### src/sv/line_keyword_command_detector_unit_defines.svh
// Assertion macros shared by the line keyword command detector RTL.
`ifndef LINE_KEYWORD_COMMAND_DETECTOR_UNIT_DEFINES_SVH
`define LINE_KEYWORD_COMMAND_DETECTOR_UNIT_DEFINES_SVH

`ifndef NO_ASSERTIONS
// Check an implication or plain property on every clock edge out of reset.
`define LCD_ASSERT(lbl, clk, rst_n, prop) \
    lbl: assert property (@(posedge clk) disable iff (!rst_n) (prop)) \
        else $error("lcd assertion failed");
// Check that a condition never holds out of reset.
`define LCD_ASSERT_NEVER(lbl, clk, rst_n, cond) \
    lbl: assert property (@(posedge clk) disable iff (!rst_n) !(cond)) \
        else $error("lcd forbidden condition seen");
`else
`define LCD_ASSERT(lbl, clk, rst_n, prop)
`define LCD_ASSERT_NEVER(lbl, clk, rst_n, cond)
`endif

`endif

### src/sv/lcd_pkg.sv
// Package with constants and types of the line keyword command detector.
`default_nettype none
package lcd_pkg;

    localparam int LINE_BYTES_DEF = 64;

    localparam logic CMD_UNLOCK = 1'b0;
    localparam logic CMD_LOCK   = 1'b1;

    localparam logic [7:0] CHAR_LF  = 8'h0A;
    localparam logic [7:0] CHAR_CR  = 8'h0D;
    localparam logic [7:0] CHAR_NUL = 8'h00;

    localparam int UNLOCK_LEN = 6;
    localparam int LOCK_LEN   = 4;
    localparam int UNLOCK_PW  = $clog2(UNLOCK_LEN);
    localparam int LOCK_PW    = $clog2(LOCK_LEN);

    // First letter in the top byte, as a string literal packs it.
    localparam logic [8*UNLOCK_LEN-1:0] WORD_UNLOCK = "UNLOCK";
    localparam logic [8*LOCK_LEN-1:0]   WORD_LOCK   = "LOCK";

    // Per-byte decode of the registered input byte.
    typedef struct packed {
        logic line_end;
        logic is_cr;
        logic is_nul;
    } lcd_byte_kind_t;

endpackage
`default_nettype wire

### src/sv/line_keyword_command_detector_unit.sv
// Top level of the line keyword command detector: byte stream in, command stream out.
//
//  channel | dir | tdata bits (low bit up)          | accepted when
//  --------+-----+----------------------------------+-----------------------------
//  s_axis  | in  | [7:0] rx_char                    | s_axis_tvalid & s_axis_tready
//  m_axis  | out | [0] command, [7:1] zero          | m_axis_tvalid & m_axis_tready
//
//  One byte per cycle sustained while the result slot is free or drained; each byte
//  passes the input register, then the result register, with the single update pass over
//  the line counter and the two keyword trackers.
//  A byte waiting in the input register is held only while a command sits unread
//  in the result register; new bytes are taken in the same cycle the slot frees.
//  Reset (rst_n low, asynchronous) empties both registers and clears the line.
//  Only a line end with a keyword seen produces a beat on m_axis.
`default_nettype none
`include "line_keyword_command_detector_unit_defines.svh"
module line_keyword_command_detector_unit
    import lcd_pkg::*;
#(
    parameter int LINE_BYTES = LINE_BYTES_DEF
)
(
    input  wire logic       clk,
    input  wire logic       rst_n,
    input  wire logic       s_axis_tvalid,
    output logic            s_axis_tready,
    input  wire logic [7:0] s_axis_tdata,   // [7:0] rx_char
    output logic            m_axis_tvalid,
    input  wire logic       m_axis_tready,
    output logic      [7:0] m_axis_tdata    // [0] command, [7:1] zero
);

    localparam int LEN_W = $clog2(LINE_BYTES);
    localparam logic [LEN_W-1:0] LEN_FULL = LEN_W'(LINE_BYTES - 1);

    // Input register.
    logic       in_valid_reg, in_valid_next;
    logic [7:0] in_char_reg;

    // Line state.
    logic [LEN_W-1:0]     line_len_reg, line_len_next;
    logic [UNLOCK_PW-1:0] unlock_prog_reg, unlock_prog_next;
    logic [LOCK_PW-1:0]   lock_prog_reg, lock_prog_next;
    logic                 unlock_seen_reg, unlock_seen_next;
    logic                 lock_seen_reg, lock_seen_next;
    logic                 text_ended_reg, text_ended_next;

    // Result register.
    logic out_valid_reg, out_valid_next;
    logic out_cmd_reg, out_cmd_next;

    logic                 advance;
    logic                 emit;
    lcd_byte_kind_t       kind;
    logic [UNLOCK_PW-1:0] unlock_prog_trk;
    logic [LOCK_PW-1:0]   lock_prog_trk;
    logic                 unlock_hit;
    logic                 lock_hit;

    // Advance the held byte whenever the result slot is free or being drained.
    assign advance       = in_valid_reg && (!out_valid_reg || m_axis_tready);
    assign s_axis_tready = !in_valid_reg || advance;

    assign kind.line_end = (in_char_reg == CHAR_LF) || (line_len_reg >= LEN_FULL);
    assign kind.is_cr    = (in_char_reg == CHAR_CR);
    assign kind.is_nul   = (in_char_reg == CHAR_NUL);

    lcd_match #(
        .WORD_LEN (UNLOCK_LEN),
        .WORD     (WORD_UNLOCK)
    ) u_unlock (
        .progress      (unlock_prog_reg),
        .ch            (in_char_reg),
        .progress_next (unlock_prog_trk),
        .hit           (unlock_hit)
    );

    lcd_match #(
        .WORD_LEN (LOCK_LEN),
        .WORD     (WORD_LOCK)
    ) u_lock (
        .progress      (lock_prog_reg),
        .ch            (in_char_reg),
        .progress_next (lock_prog_trk),
        .hit           (lock_hit)
    );

    assign in_valid_next = s_axis_tready ? s_axis_tvalid : in_valid_reg;

    // Line state update for the byte in the input register.
    always_comb
    begin
        line_len_next    = line_len_reg;
        unlock_prog_next = unlock_prog_reg;
        lock_prog_next   = lock_prog_reg;
        unlock_seen_next = unlock_seen_reg;
        lock_seen_next   = lock_seen_reg;
        text_ended_next  = text_ended_reg;
        if (advance)
        begin
            if (kind.line_end)
            begin
                // Drop the byte and start a fresh line.
                line_len_next    = '0;
                unlock_prog_next = '0;
                lock_prog_next   = '0;
                unlock_seen_next = 1'b0;
                lock_seen_next   = 1'b0;
                text_ended_next  = 1'b0;
            end
            else if (!kind.is_cr)
            begin
                line_len_next = line_len_reg + LEN_W'(1);
                if (!text_ended_reg)
                begin
                    if (kind.is_nul)
                    begin
                        // A zero byte closes the searchable text.
                        text_ended_next = 1'b1;
                    end
                    else
                    begin
                        unlock_prog_next = unlock_prog_trk;
                        lock_prog_next   = lock_prog_trk;
                        unlock_seen_next = unlock_seen_reg || unlock_hit;
                        lock_seen_next   = lock_seen_reg || lock_hit;
                    end
                end
            end
        end
    end

    // Result register: unlock wins over lock.
    assign emit = kind.line_end && (unlock_seen_reg || lock_seen_reg);

    always_comb
    begin
        out_cmd_next = out_cmd_reg;
        if (advance)
        begin
            out_valid_next = emit;
            if (emit)
            begin
                out_cmd_next = unlock_seen_reg ? CMD_UNLOCK : CMD_LOCK;
            end
        end
        else
        begin
            out_valid_next = out_valid_reg && !m_axis_tready;
        end
    end

    always_ff @(posedge clk or negedge rst_n)
    begin
        if (!rst_n)
        begin
            in_valid_reg    <= 1'b0;
            line_len_reg    <= '0;
            unlock_prog_reg <= '0;
            lock_prog_reg   <= '0;
            unlock_seen_reg <= 1'b0;
            lock_seen_reg   <= 1'b0;
            text_ended_reg  <= 1'b0;
            out_valid_reg   <= 1'b0;
        end
        else
        begin
            in_valid_reg    <= in_valid_next;
            line_len_reg    <= line_len_next;
            unlock_prog_reg <= unlock_prog_next;
            lock_prog_reg   <= lock_prog_next;
            unlock_seen_reg <= unlock_seen_next;
            lock_seen_reg   <= lock_seen_next;
            text_ended_reg  <= text_ended_next;
            out_valid_reg   <= out_valid_next;
        end
    end

    // Payload registers carry no reset.
    always_ff @(posedge clk)
    begin
        if (s_axis_tready && s_axis_tvalid)
        begin
            in_char_reg <= s_axis_tdata;
        end
        out_cmd_reg <= out_cmd_next;
    end

    assign m_axis_tvalid = out_valid_reg;
    assign m_axis_tdata  = {7'b0, out_cmd_reg};

    // The line counter never passes the full mark.
    `LCD_ASSERT_NEVER(a_len_range, clk, rst_n, line_len_reg > LEN_FULL)
    // A line end leaves the line state cleared.
    `LCD_ASSERT(a_clear_on_end, clk, rst_n,
        advance && kind.line_end |=> line_len_reg == '0 && !unlock_seen_reg
        && !lock_seen_reg && !text_ended_reg)
    // After a zero byte the keyword flags stay put until the line ends.
    `LCD_ASSERT(a_text_frozen, clk, rst_n,
        text_ended_reg && advance && !kind.line_end |=> $stable(unlock_seen_reg)
        && $stable(lock_seen_reg))
    // Only a line end can load a new result.
    `LCD_ASSERT(a_result_on_end, clk, rst_n,
        advance && !kind.line_end |=> !out_valid_reg)
    // A held byte never advances over an unread result.
    `LCD_ASSERT_NEVER(a_no_overrun, clk, rst_n,
        advance && out_valid_reg && !m_axis_tready)

endmodule
`default_nettype wire

### src/sv/lcd_match.sv
// Substring tracker for one keyword whose letters are all distinct.
`default_nettype none
module lcd_match
    import lcd_pkg::*;
#(
    parameter int                    WORD_LEN = UNLOCK_LEN,
    parameter logic [8*WORD_LEN-1:0] WORD     = WORD_UNLOCK
)
(
    input  wire logic [$clog2(WORD_LEN)-1:0] progress,
    input  wire logic [7:0]                  ch,
    output logic      [$clog2(WORD_LEN)-1:0] progress_next,
    output logic                             hit
);

    localparam int PW = $clog2(WORD_LEN);

    logic [7:0]  expect_ch;
    logic [7:0]  first_ch;
    logic [PW:0] inc;

    assign first_ch = WORD[8*WORD_LEN-1 -: 8];

    // Pick the letter the tracker waits for.
    always_comb
    begin
        expect_ch = first_ch;
        for (int i = 0; i < WORD_LEN; i++)
        begin
            if (progress == PW'(i))
            begin
                expect_ch = WORD[8*(WORD_LEN-1-i) +: 8];
            end
        end
    end

    assign inc = {1'b0, progress} + {{PW{1'b0}}, 1'b1};

    always_comb
    begin
        hit           = 1'b0;
        progress_next = '0;
        if (ch == expect_ch)
        begin
            if (inc == (PW+1)'(WORD_LEN))
            begin
                hit = 1'b1;
            end
            else
            begin
                progress_next = inc[PW-1:0];
            end
        end
        else if (ch == first_ch)
        begin
            // Restart on the first letter.
            progress_next = PW'(1);
        end
    end

endmodule
`default_nettype wire

### config.mk
export PLATFORM = sky130hd
export DESIGN_NAME = line_keyword_command_detector_unit
export DESIGN_NICKNAME = d
export VERILOG_FILES = /design/src/sv/lcd_pkg.sv /design/src/sv/line_keyword_command_detector_unit.sv /design/src/sv/lcd_match.sv
export VERILOG_INCLUDE_DIRS = /design/src /design/src/sv
export SDC_FILE = /design/constraint.sdc
export NUM_CORES = 1
export LEC_CHECK = 0
export ABC_AREA = 1
export BUFFER_PORTS_ARGS = -buffer_cell sky130_fd_sc_hd__buf_2
export CAP_MARGIN = 30
export CORE_MARGIN = 5
export CORE_UTILIZATION = 63
export DETAILED_ROUTE_END_ITERATION = 10
export GPL_ROUTABILITY_DRIVEN = 0
export HOLD_SLACK_MARGIN = 0.1
export PLACE_DENSITY = 0.95
export SYNTH_ARGS = -nofsm -noshare
export SYNTH_HDL_FRONTEND = slang
export SYNTH_HIERARCHICAL = 1
export SYNTH_SLANG_ARGS = --single-unit
export TNS_END_PERCENT = 5
### constraint.sdc
create_clock -name clk -period 3.9 [get_ports clk]
set_input_delay 0.585 -clock clk [delete_from_list [all_inputs] [get_ports clk]]
set_output_delay 0.585 -clock clk [all_outputs]
set_load 0.02 [all_outputs]
* After elaboration in Yosys (flattened, before gate mapping) *
Index checks and enable logic that the tools add are counted.

word-level totals
  bits in registers = 25
  bits of input ports = 12
  logic and storage cells = 92

cells by class
  add/sub/neg operators = 3
  magnitude comparators = 1
  equal/unequal tests = 19
  multiplexer cells = 42
  reductions and logical operators = 17

operators by type and width
  kind                                                       count
  two-way mux 5 bit                                          5
  two-way mux 1 bit                                          20
  two-way mux 3 bit                                          6
  == test 8 x 4 -> 1 bit (second input constant)             2
  == test 8 x 7 -> 1 bit                                     2
  == test 8 x 7 -> 1 bit (second input constant)             2
  two-way mux 2 bit                                          7
  two-way mux 6 bit                                          2
  == test 3 bit (second input constant)                      3
  zero test 8 bit                                            1
  two-way mux 4 bit                                          2
  adder 6 x 1 -> 6 bit (second input constant)               1
  == test 3 x 2 -> 1 bit (second input constant)             2
  greater-or-equal comparator 6 bit (second input constant)  1
  logical OR 1 bit                                           6
  inequality test 2 x 1 -> 1 bit (second input constant)     3
  adder 3 x 1 -> 4 bit (second input constant)               1
  == test 2 bit (second input constant)                      2
  == test 4 x 3 -> 1 bit (second input constant)             1
  logical AND 1 bit                                          4
  AND reduction 2 bit                                        2
  AND reduction 4 bit                                        1
  adder 2 x 1 -> 3 bit (second input constant)               1
  == test 3 x 1 -> 1 bit (second input constant)             1
  other kinds (2)                                            4

* Longest topological paths before layout *
  depth in word-level cells = 13
  mapped depth = 15
  depth with buffers taken out = 15

* Hierarchy *
The synthesis kept the hierarchy.

by module, submodules not included
  module                              times used  cells an instance  area an instance (um2)
  line_keyword_command_detector_unit  1           147                1,348.8
  lcd_match (u_unlock)                1           70                 365.4
  lcd_match (u_lock)                  1           34                 185.2

* Least setup slack after synthesis *
OpenSTA, ideal clock, no wires.

  path kind = reg-to-reg
  from = register unlock_prog_reg[0]
  to = register unlock_seen_reg
  data arrival time = 1,632 ps
  slack = 2,203 ps
  stages on the path, launching flop included = 14
  path buffers = 0
  path through = dfrtp_1 ha_1 ha_1 inv_2 nand3_1 nor2_1 nand2_1 nand2_1 nand4_2 nor2_1 nor2_1 nor2_1 nand3_1 nand2_1

on the way
  cells in the longest elaborated chain, start to end = 13
  elaborated cells on any way between the ends = 20

ends and longest elaborated chain
  what                            line                                       RTL
  start: declaration              line_keyword_command_detector_unit.sv:42   logic [UNLOCK_PW-1:0] unlock_prog_reg, unlock_prog_next;
  start signal: assignment        line_keyword_command_detector_unit.sv:170  unlock_prog_reg <= unlock_prog_next;
  == test 3 x 1 -> 1 bit          lcd_match.sv:30                            if (progress == PW'(i))
  two-way mux 5 bit (5 in a row)  lcd_match.sv:30
  == test 8 x 7 -> 1 bit          lcd_match.sv:43                            if (ch == expect_ch)
  two-way mux 1 bit (*)           lcd_match.sv:43
  net unlock_hit                  line_keyword_command_detector_unit.sv:57   logic unlock_hit;
  logical OR 1 bit (*)            line_keyword_command_detector_unit.sv:125  unlock_seen_next = unlock_seen_reg || unlock_hit;
  two-way mux 1 bit (*)           line_keyword_command_detector_unit.sv:116  if (kind.is_nul)
  two-way mux 1 bit (*)           line_keyword_command_detector_unit.sv:114  if (!text_ended_reg)
  two-way mux 1 bit (*)           line_keyword_command_detector_unit.sv:111  else if (!kind.is_cr)
  two-way mux 1 bit (*)           line_keyword_command_detector_unit.sv:101  if (kind.line_end)
  end signal: assignment          line_keyword_command_detector_unit.sv:172  unlock_seen_reg <= unlock_seen_next;
  end: declaration                line_keyword_command_detector_unit.sv:44   logic unlock_seen_reg, unlock_seen_next;

The timed path passes the listed nets; every way through them passes the cells marked *. The select of a mux whose other input is x is not followed.
A chain may end at the register's enable or synchronous reset.

* Final worst setup path *
Same ends and word-level chain as after synthesis.

==> flow_metrics.env <==
export IMPL_fin_cells=299
export IMPL_critical_path_startpoint="unlock_prog_reg[0]"
export IMPL_grt_ovfl_total=0
export IMPL_largest_register_ffs=8
export IMPL_timing_rr_end="unlock_seen_reg"
export IMPL_core_area_um2=2980
export IMPL_synth_top_area_share_pct=21.1
export IMPL_crit_slowest_cell="dfrtp_1"
export IMPL_grt_usage_pct=19.4
export IMPL_critPathMaxStageDelay_ns=0.49
export IMPL_p_sw_share_pct=32.6
export IMPL_start_kind="register"
export IMPL_synthArstFlopShare_pct=64.0
export IMPL_synth_edf_count=9
export IMPL_final_area_um2=1980
export IMPL_synthTopCellsByCount="69 x nand2_1, 35 x nor2_1, 31 x inv_1, 22 x nand3_1, 16 x dfrtp_1"
export IMPL_ys_warn_count=6
export IMPL_yosys_cell_types_count=31
export IMPL_worstSkewPairLatency_ns=0.32
export IMPL_cts_hold_buf=0
export IMPL_via_count=1539
export IMPL_cts_buffers_inserted=3
export IMPL_crit_type="reg -> reg"
export IMPL_postCtsSetupBuffers=0
export IMPL_cts_sinks=25
export IMPL_hold_path_class="in -> async"
export IMPL_die_area_um2=4210
export IMPL_fin_worst_skew_ns=0.00456
export IMPL_timing_max_cap_violations=0
export IMPL_cp_arrival_ns=2.21
export IMPL_start_util_pct=63.8
export IMPL_cp_max_fo=8
export IMPL_syn_inst=251
export IMPL_postPlaceCellArea_um2=1960
export IMPL_io_pins=22
export IMPL_power_density_nw_per_um2=295
export IMPL_postRouteAntennaNets=0
export IMPL_ys_seq_area_share_pct=35.3
export IMPL_max_freq_mhz=515
export IMPL_reg2reg_setup_slack_ns=1.96
export IMPL_num_nets_final=289
export IMPL_drive_gt1_share_pct=19.5
export IMPL_synth_ff_type="dfrtp_1"
export IMPL_die_w_um=64.9
export IMPL_critPathTopFamily="simple AND/OR/NAND/NOR gates"
export IMPL_tns_ns=0
export IMPL_reg2reg_from="unlock_prog_reg[0]"
export IMPL_p_comb_share_pct=22.2
export IMPL_timing_critical_path_buf_inv=1
export IMPL_dp_cells=295
export IMPL_dp_hpwl_mm=2.72
export IMPL_grt_pass1_wl_mm=6.46
export IMPL_critPathCaptureType="register"
export IMPL_diodes=0
export IMPL_first_pass_iters=4
export IMPL_worst_path_most_repeated_cell="nor2_1"
export IMPL_wl_per_cell_um=11.6
export IMPL_ir_drop_v=0.000222
export IMPL_p_switching_mw=0.191
export IMPL_cts_tree="done"
export IMPL_port_buffers=14
export IMPL_grt_pass1_vias=1528
export IMPL_yosysMostFrequentCell="nand2_1"
export IMPL_finalHoldViolCount=0
export IMPL_cts_resized=0
export IMPL_drc_errors=0
export IMPL_syn_area_um2=1900
export IMPL_rsz0062_at_grt="false"
export IMPL_netlist_top_cells_area="dfrtp_1 21%, edfxtp_1 14%, nand2_1 14%, nor2_1 6.9%, ha_1 6.6%"
export IMPL_cts_root_buf="clkbuf_4"
export IMPL_clockPowerShare_pct=19.5
export IMPL_clock_path_buffers=2
export IMPL_vias_per_cell=5.15
export IMPL_p_leak_nw=1.01
export IMPL_finalCritPeriodShare_pct=49.8
export IMPL_maxSlewViolCount=0
export IMPL_grt_max_degree=17
export IMPL_die_h_um=64.9
export IMPL_path_cells="ha_1 -> ha_1 -> inv_2 -> nand3_1 -> nor2_1 -> nand2_1 -> nand2_1 -> nand4_2 -> nor2_1 -> nor2_1 -> nor2_1 -> nand3_1 -> nand2_1"
export IMPL_drt_wl_total_mm=3.48
export IMPL_clkTransAtPathRegs_ns=0.13
export IMPL_yosysTopAreaCell="dfrtp_1"
export IMPL_status="completed"
export IMPL_whs_ns=0.150
export IMPL_antenna_found_initial=0
export IMPL_timing_final_crit_period_ns=1.94
export IMPL_syn_avg_cell_area_um2=7.57
export IMPL_pwr_share_seq_pct=58.3
export IMPL_htreeDepth=1
export IMPL_p_int_mw=0.395
export IMPL_cp_data_required_time_ns=4.17
export IMPL_drt_first_iter_violations=92
export IMPL_syn2layout_area_growth_pct=4.48
export IMPL_final_util_pct=66.6
export IMPL_reg2regPathDepth=13
export IMPL_setup_viol=0
export IMPL_num_rows=20
export IMPL_synth_seq_cells=25
-- worst max path at each step --
stage,slack (ns),cells past startpoint,end
2_1_floorplan,2.20,13,unlock_seen_reg
3_3_place_gp,2.04,13,unlock_seen_reg
3_5_place_dp,1.99,13,unlock_seen_reg
4_1_cts,1.95,13,unlock_seen_reg
5_1_grt,1.74,13,unlock_seen_reg
6_report,1.96,13,unlock_seen_reg
-- kinds of logic after synthesis --
| group | share of synthesized area (%) |
|---|---|
| and+or+nand+nor | 40.2 |
| buffers and inverters | 11.1 |
| DFF | 35.3 |
| AOI/OAI and AO/OA | 4.81 |
| adders and majority gates | 6.59 |
| xor gates and xnor gates | 1.84 |
| other | 0.197 |
-- cells in the final DEF (no fill, tap or decap), drive strengths merged --
cell type   n
o21bai      1
dfrtp      16
xor2        4
nor4        1
a21oi       2
inv        36
nand2      82
edfxtp      9
a21boi      1
nor2       43
buf        14
nand3b      1
a31oi       1
nand4       2
o21ai       6
ha         10
conb        7
clkbuf      4
nand3      26
-- through the flow --
stage	setup WS, ns	power [mW]
floorplan	2.20	0.448
global placement	2.04	0.468
detailed placement	1.99	0.477
CTS	1.95	0.590
global route	1.74	0.632
finish	1.96	0.585
-- power by group through the flow --
stage	Combinational, mW	Sequential (mW)	Clock [mW]
final	0.130	0.342	0.114
after global routing	0.155	0.348	0.130
after CTS	0.131	0.341	0.118
after detailed placement	0.131	0.346	0
after global placement	0.125	0.343	0
after floorplan	0.111	0.337	0
-- layout make-up --
| cell class | instances | area [µm²] |
|---|---|---|
| Multi-Input combinational cell | 187 | 1040 |
| Fill cell | 236 | 993 |
| Sequential cell | 25 | 671 |
| Inverter | 36 | 135 |
| Timing Repair Buffer | 14 | 70.1 |
| Tap cell | 33 | 41.3 |
| Clock buffer | 4 | 26.3 |
-- metal layers --
layer	track usage, %	wire [µm]	vias to the layer above
li1	-	-	798
met1	24.6	1570	709
met2	33.3	1760	25
met3	2.60	86	7
met4	7.12	61	0
met5	0	0	-
Note: power is estimated with default switching activity, not from simulation.
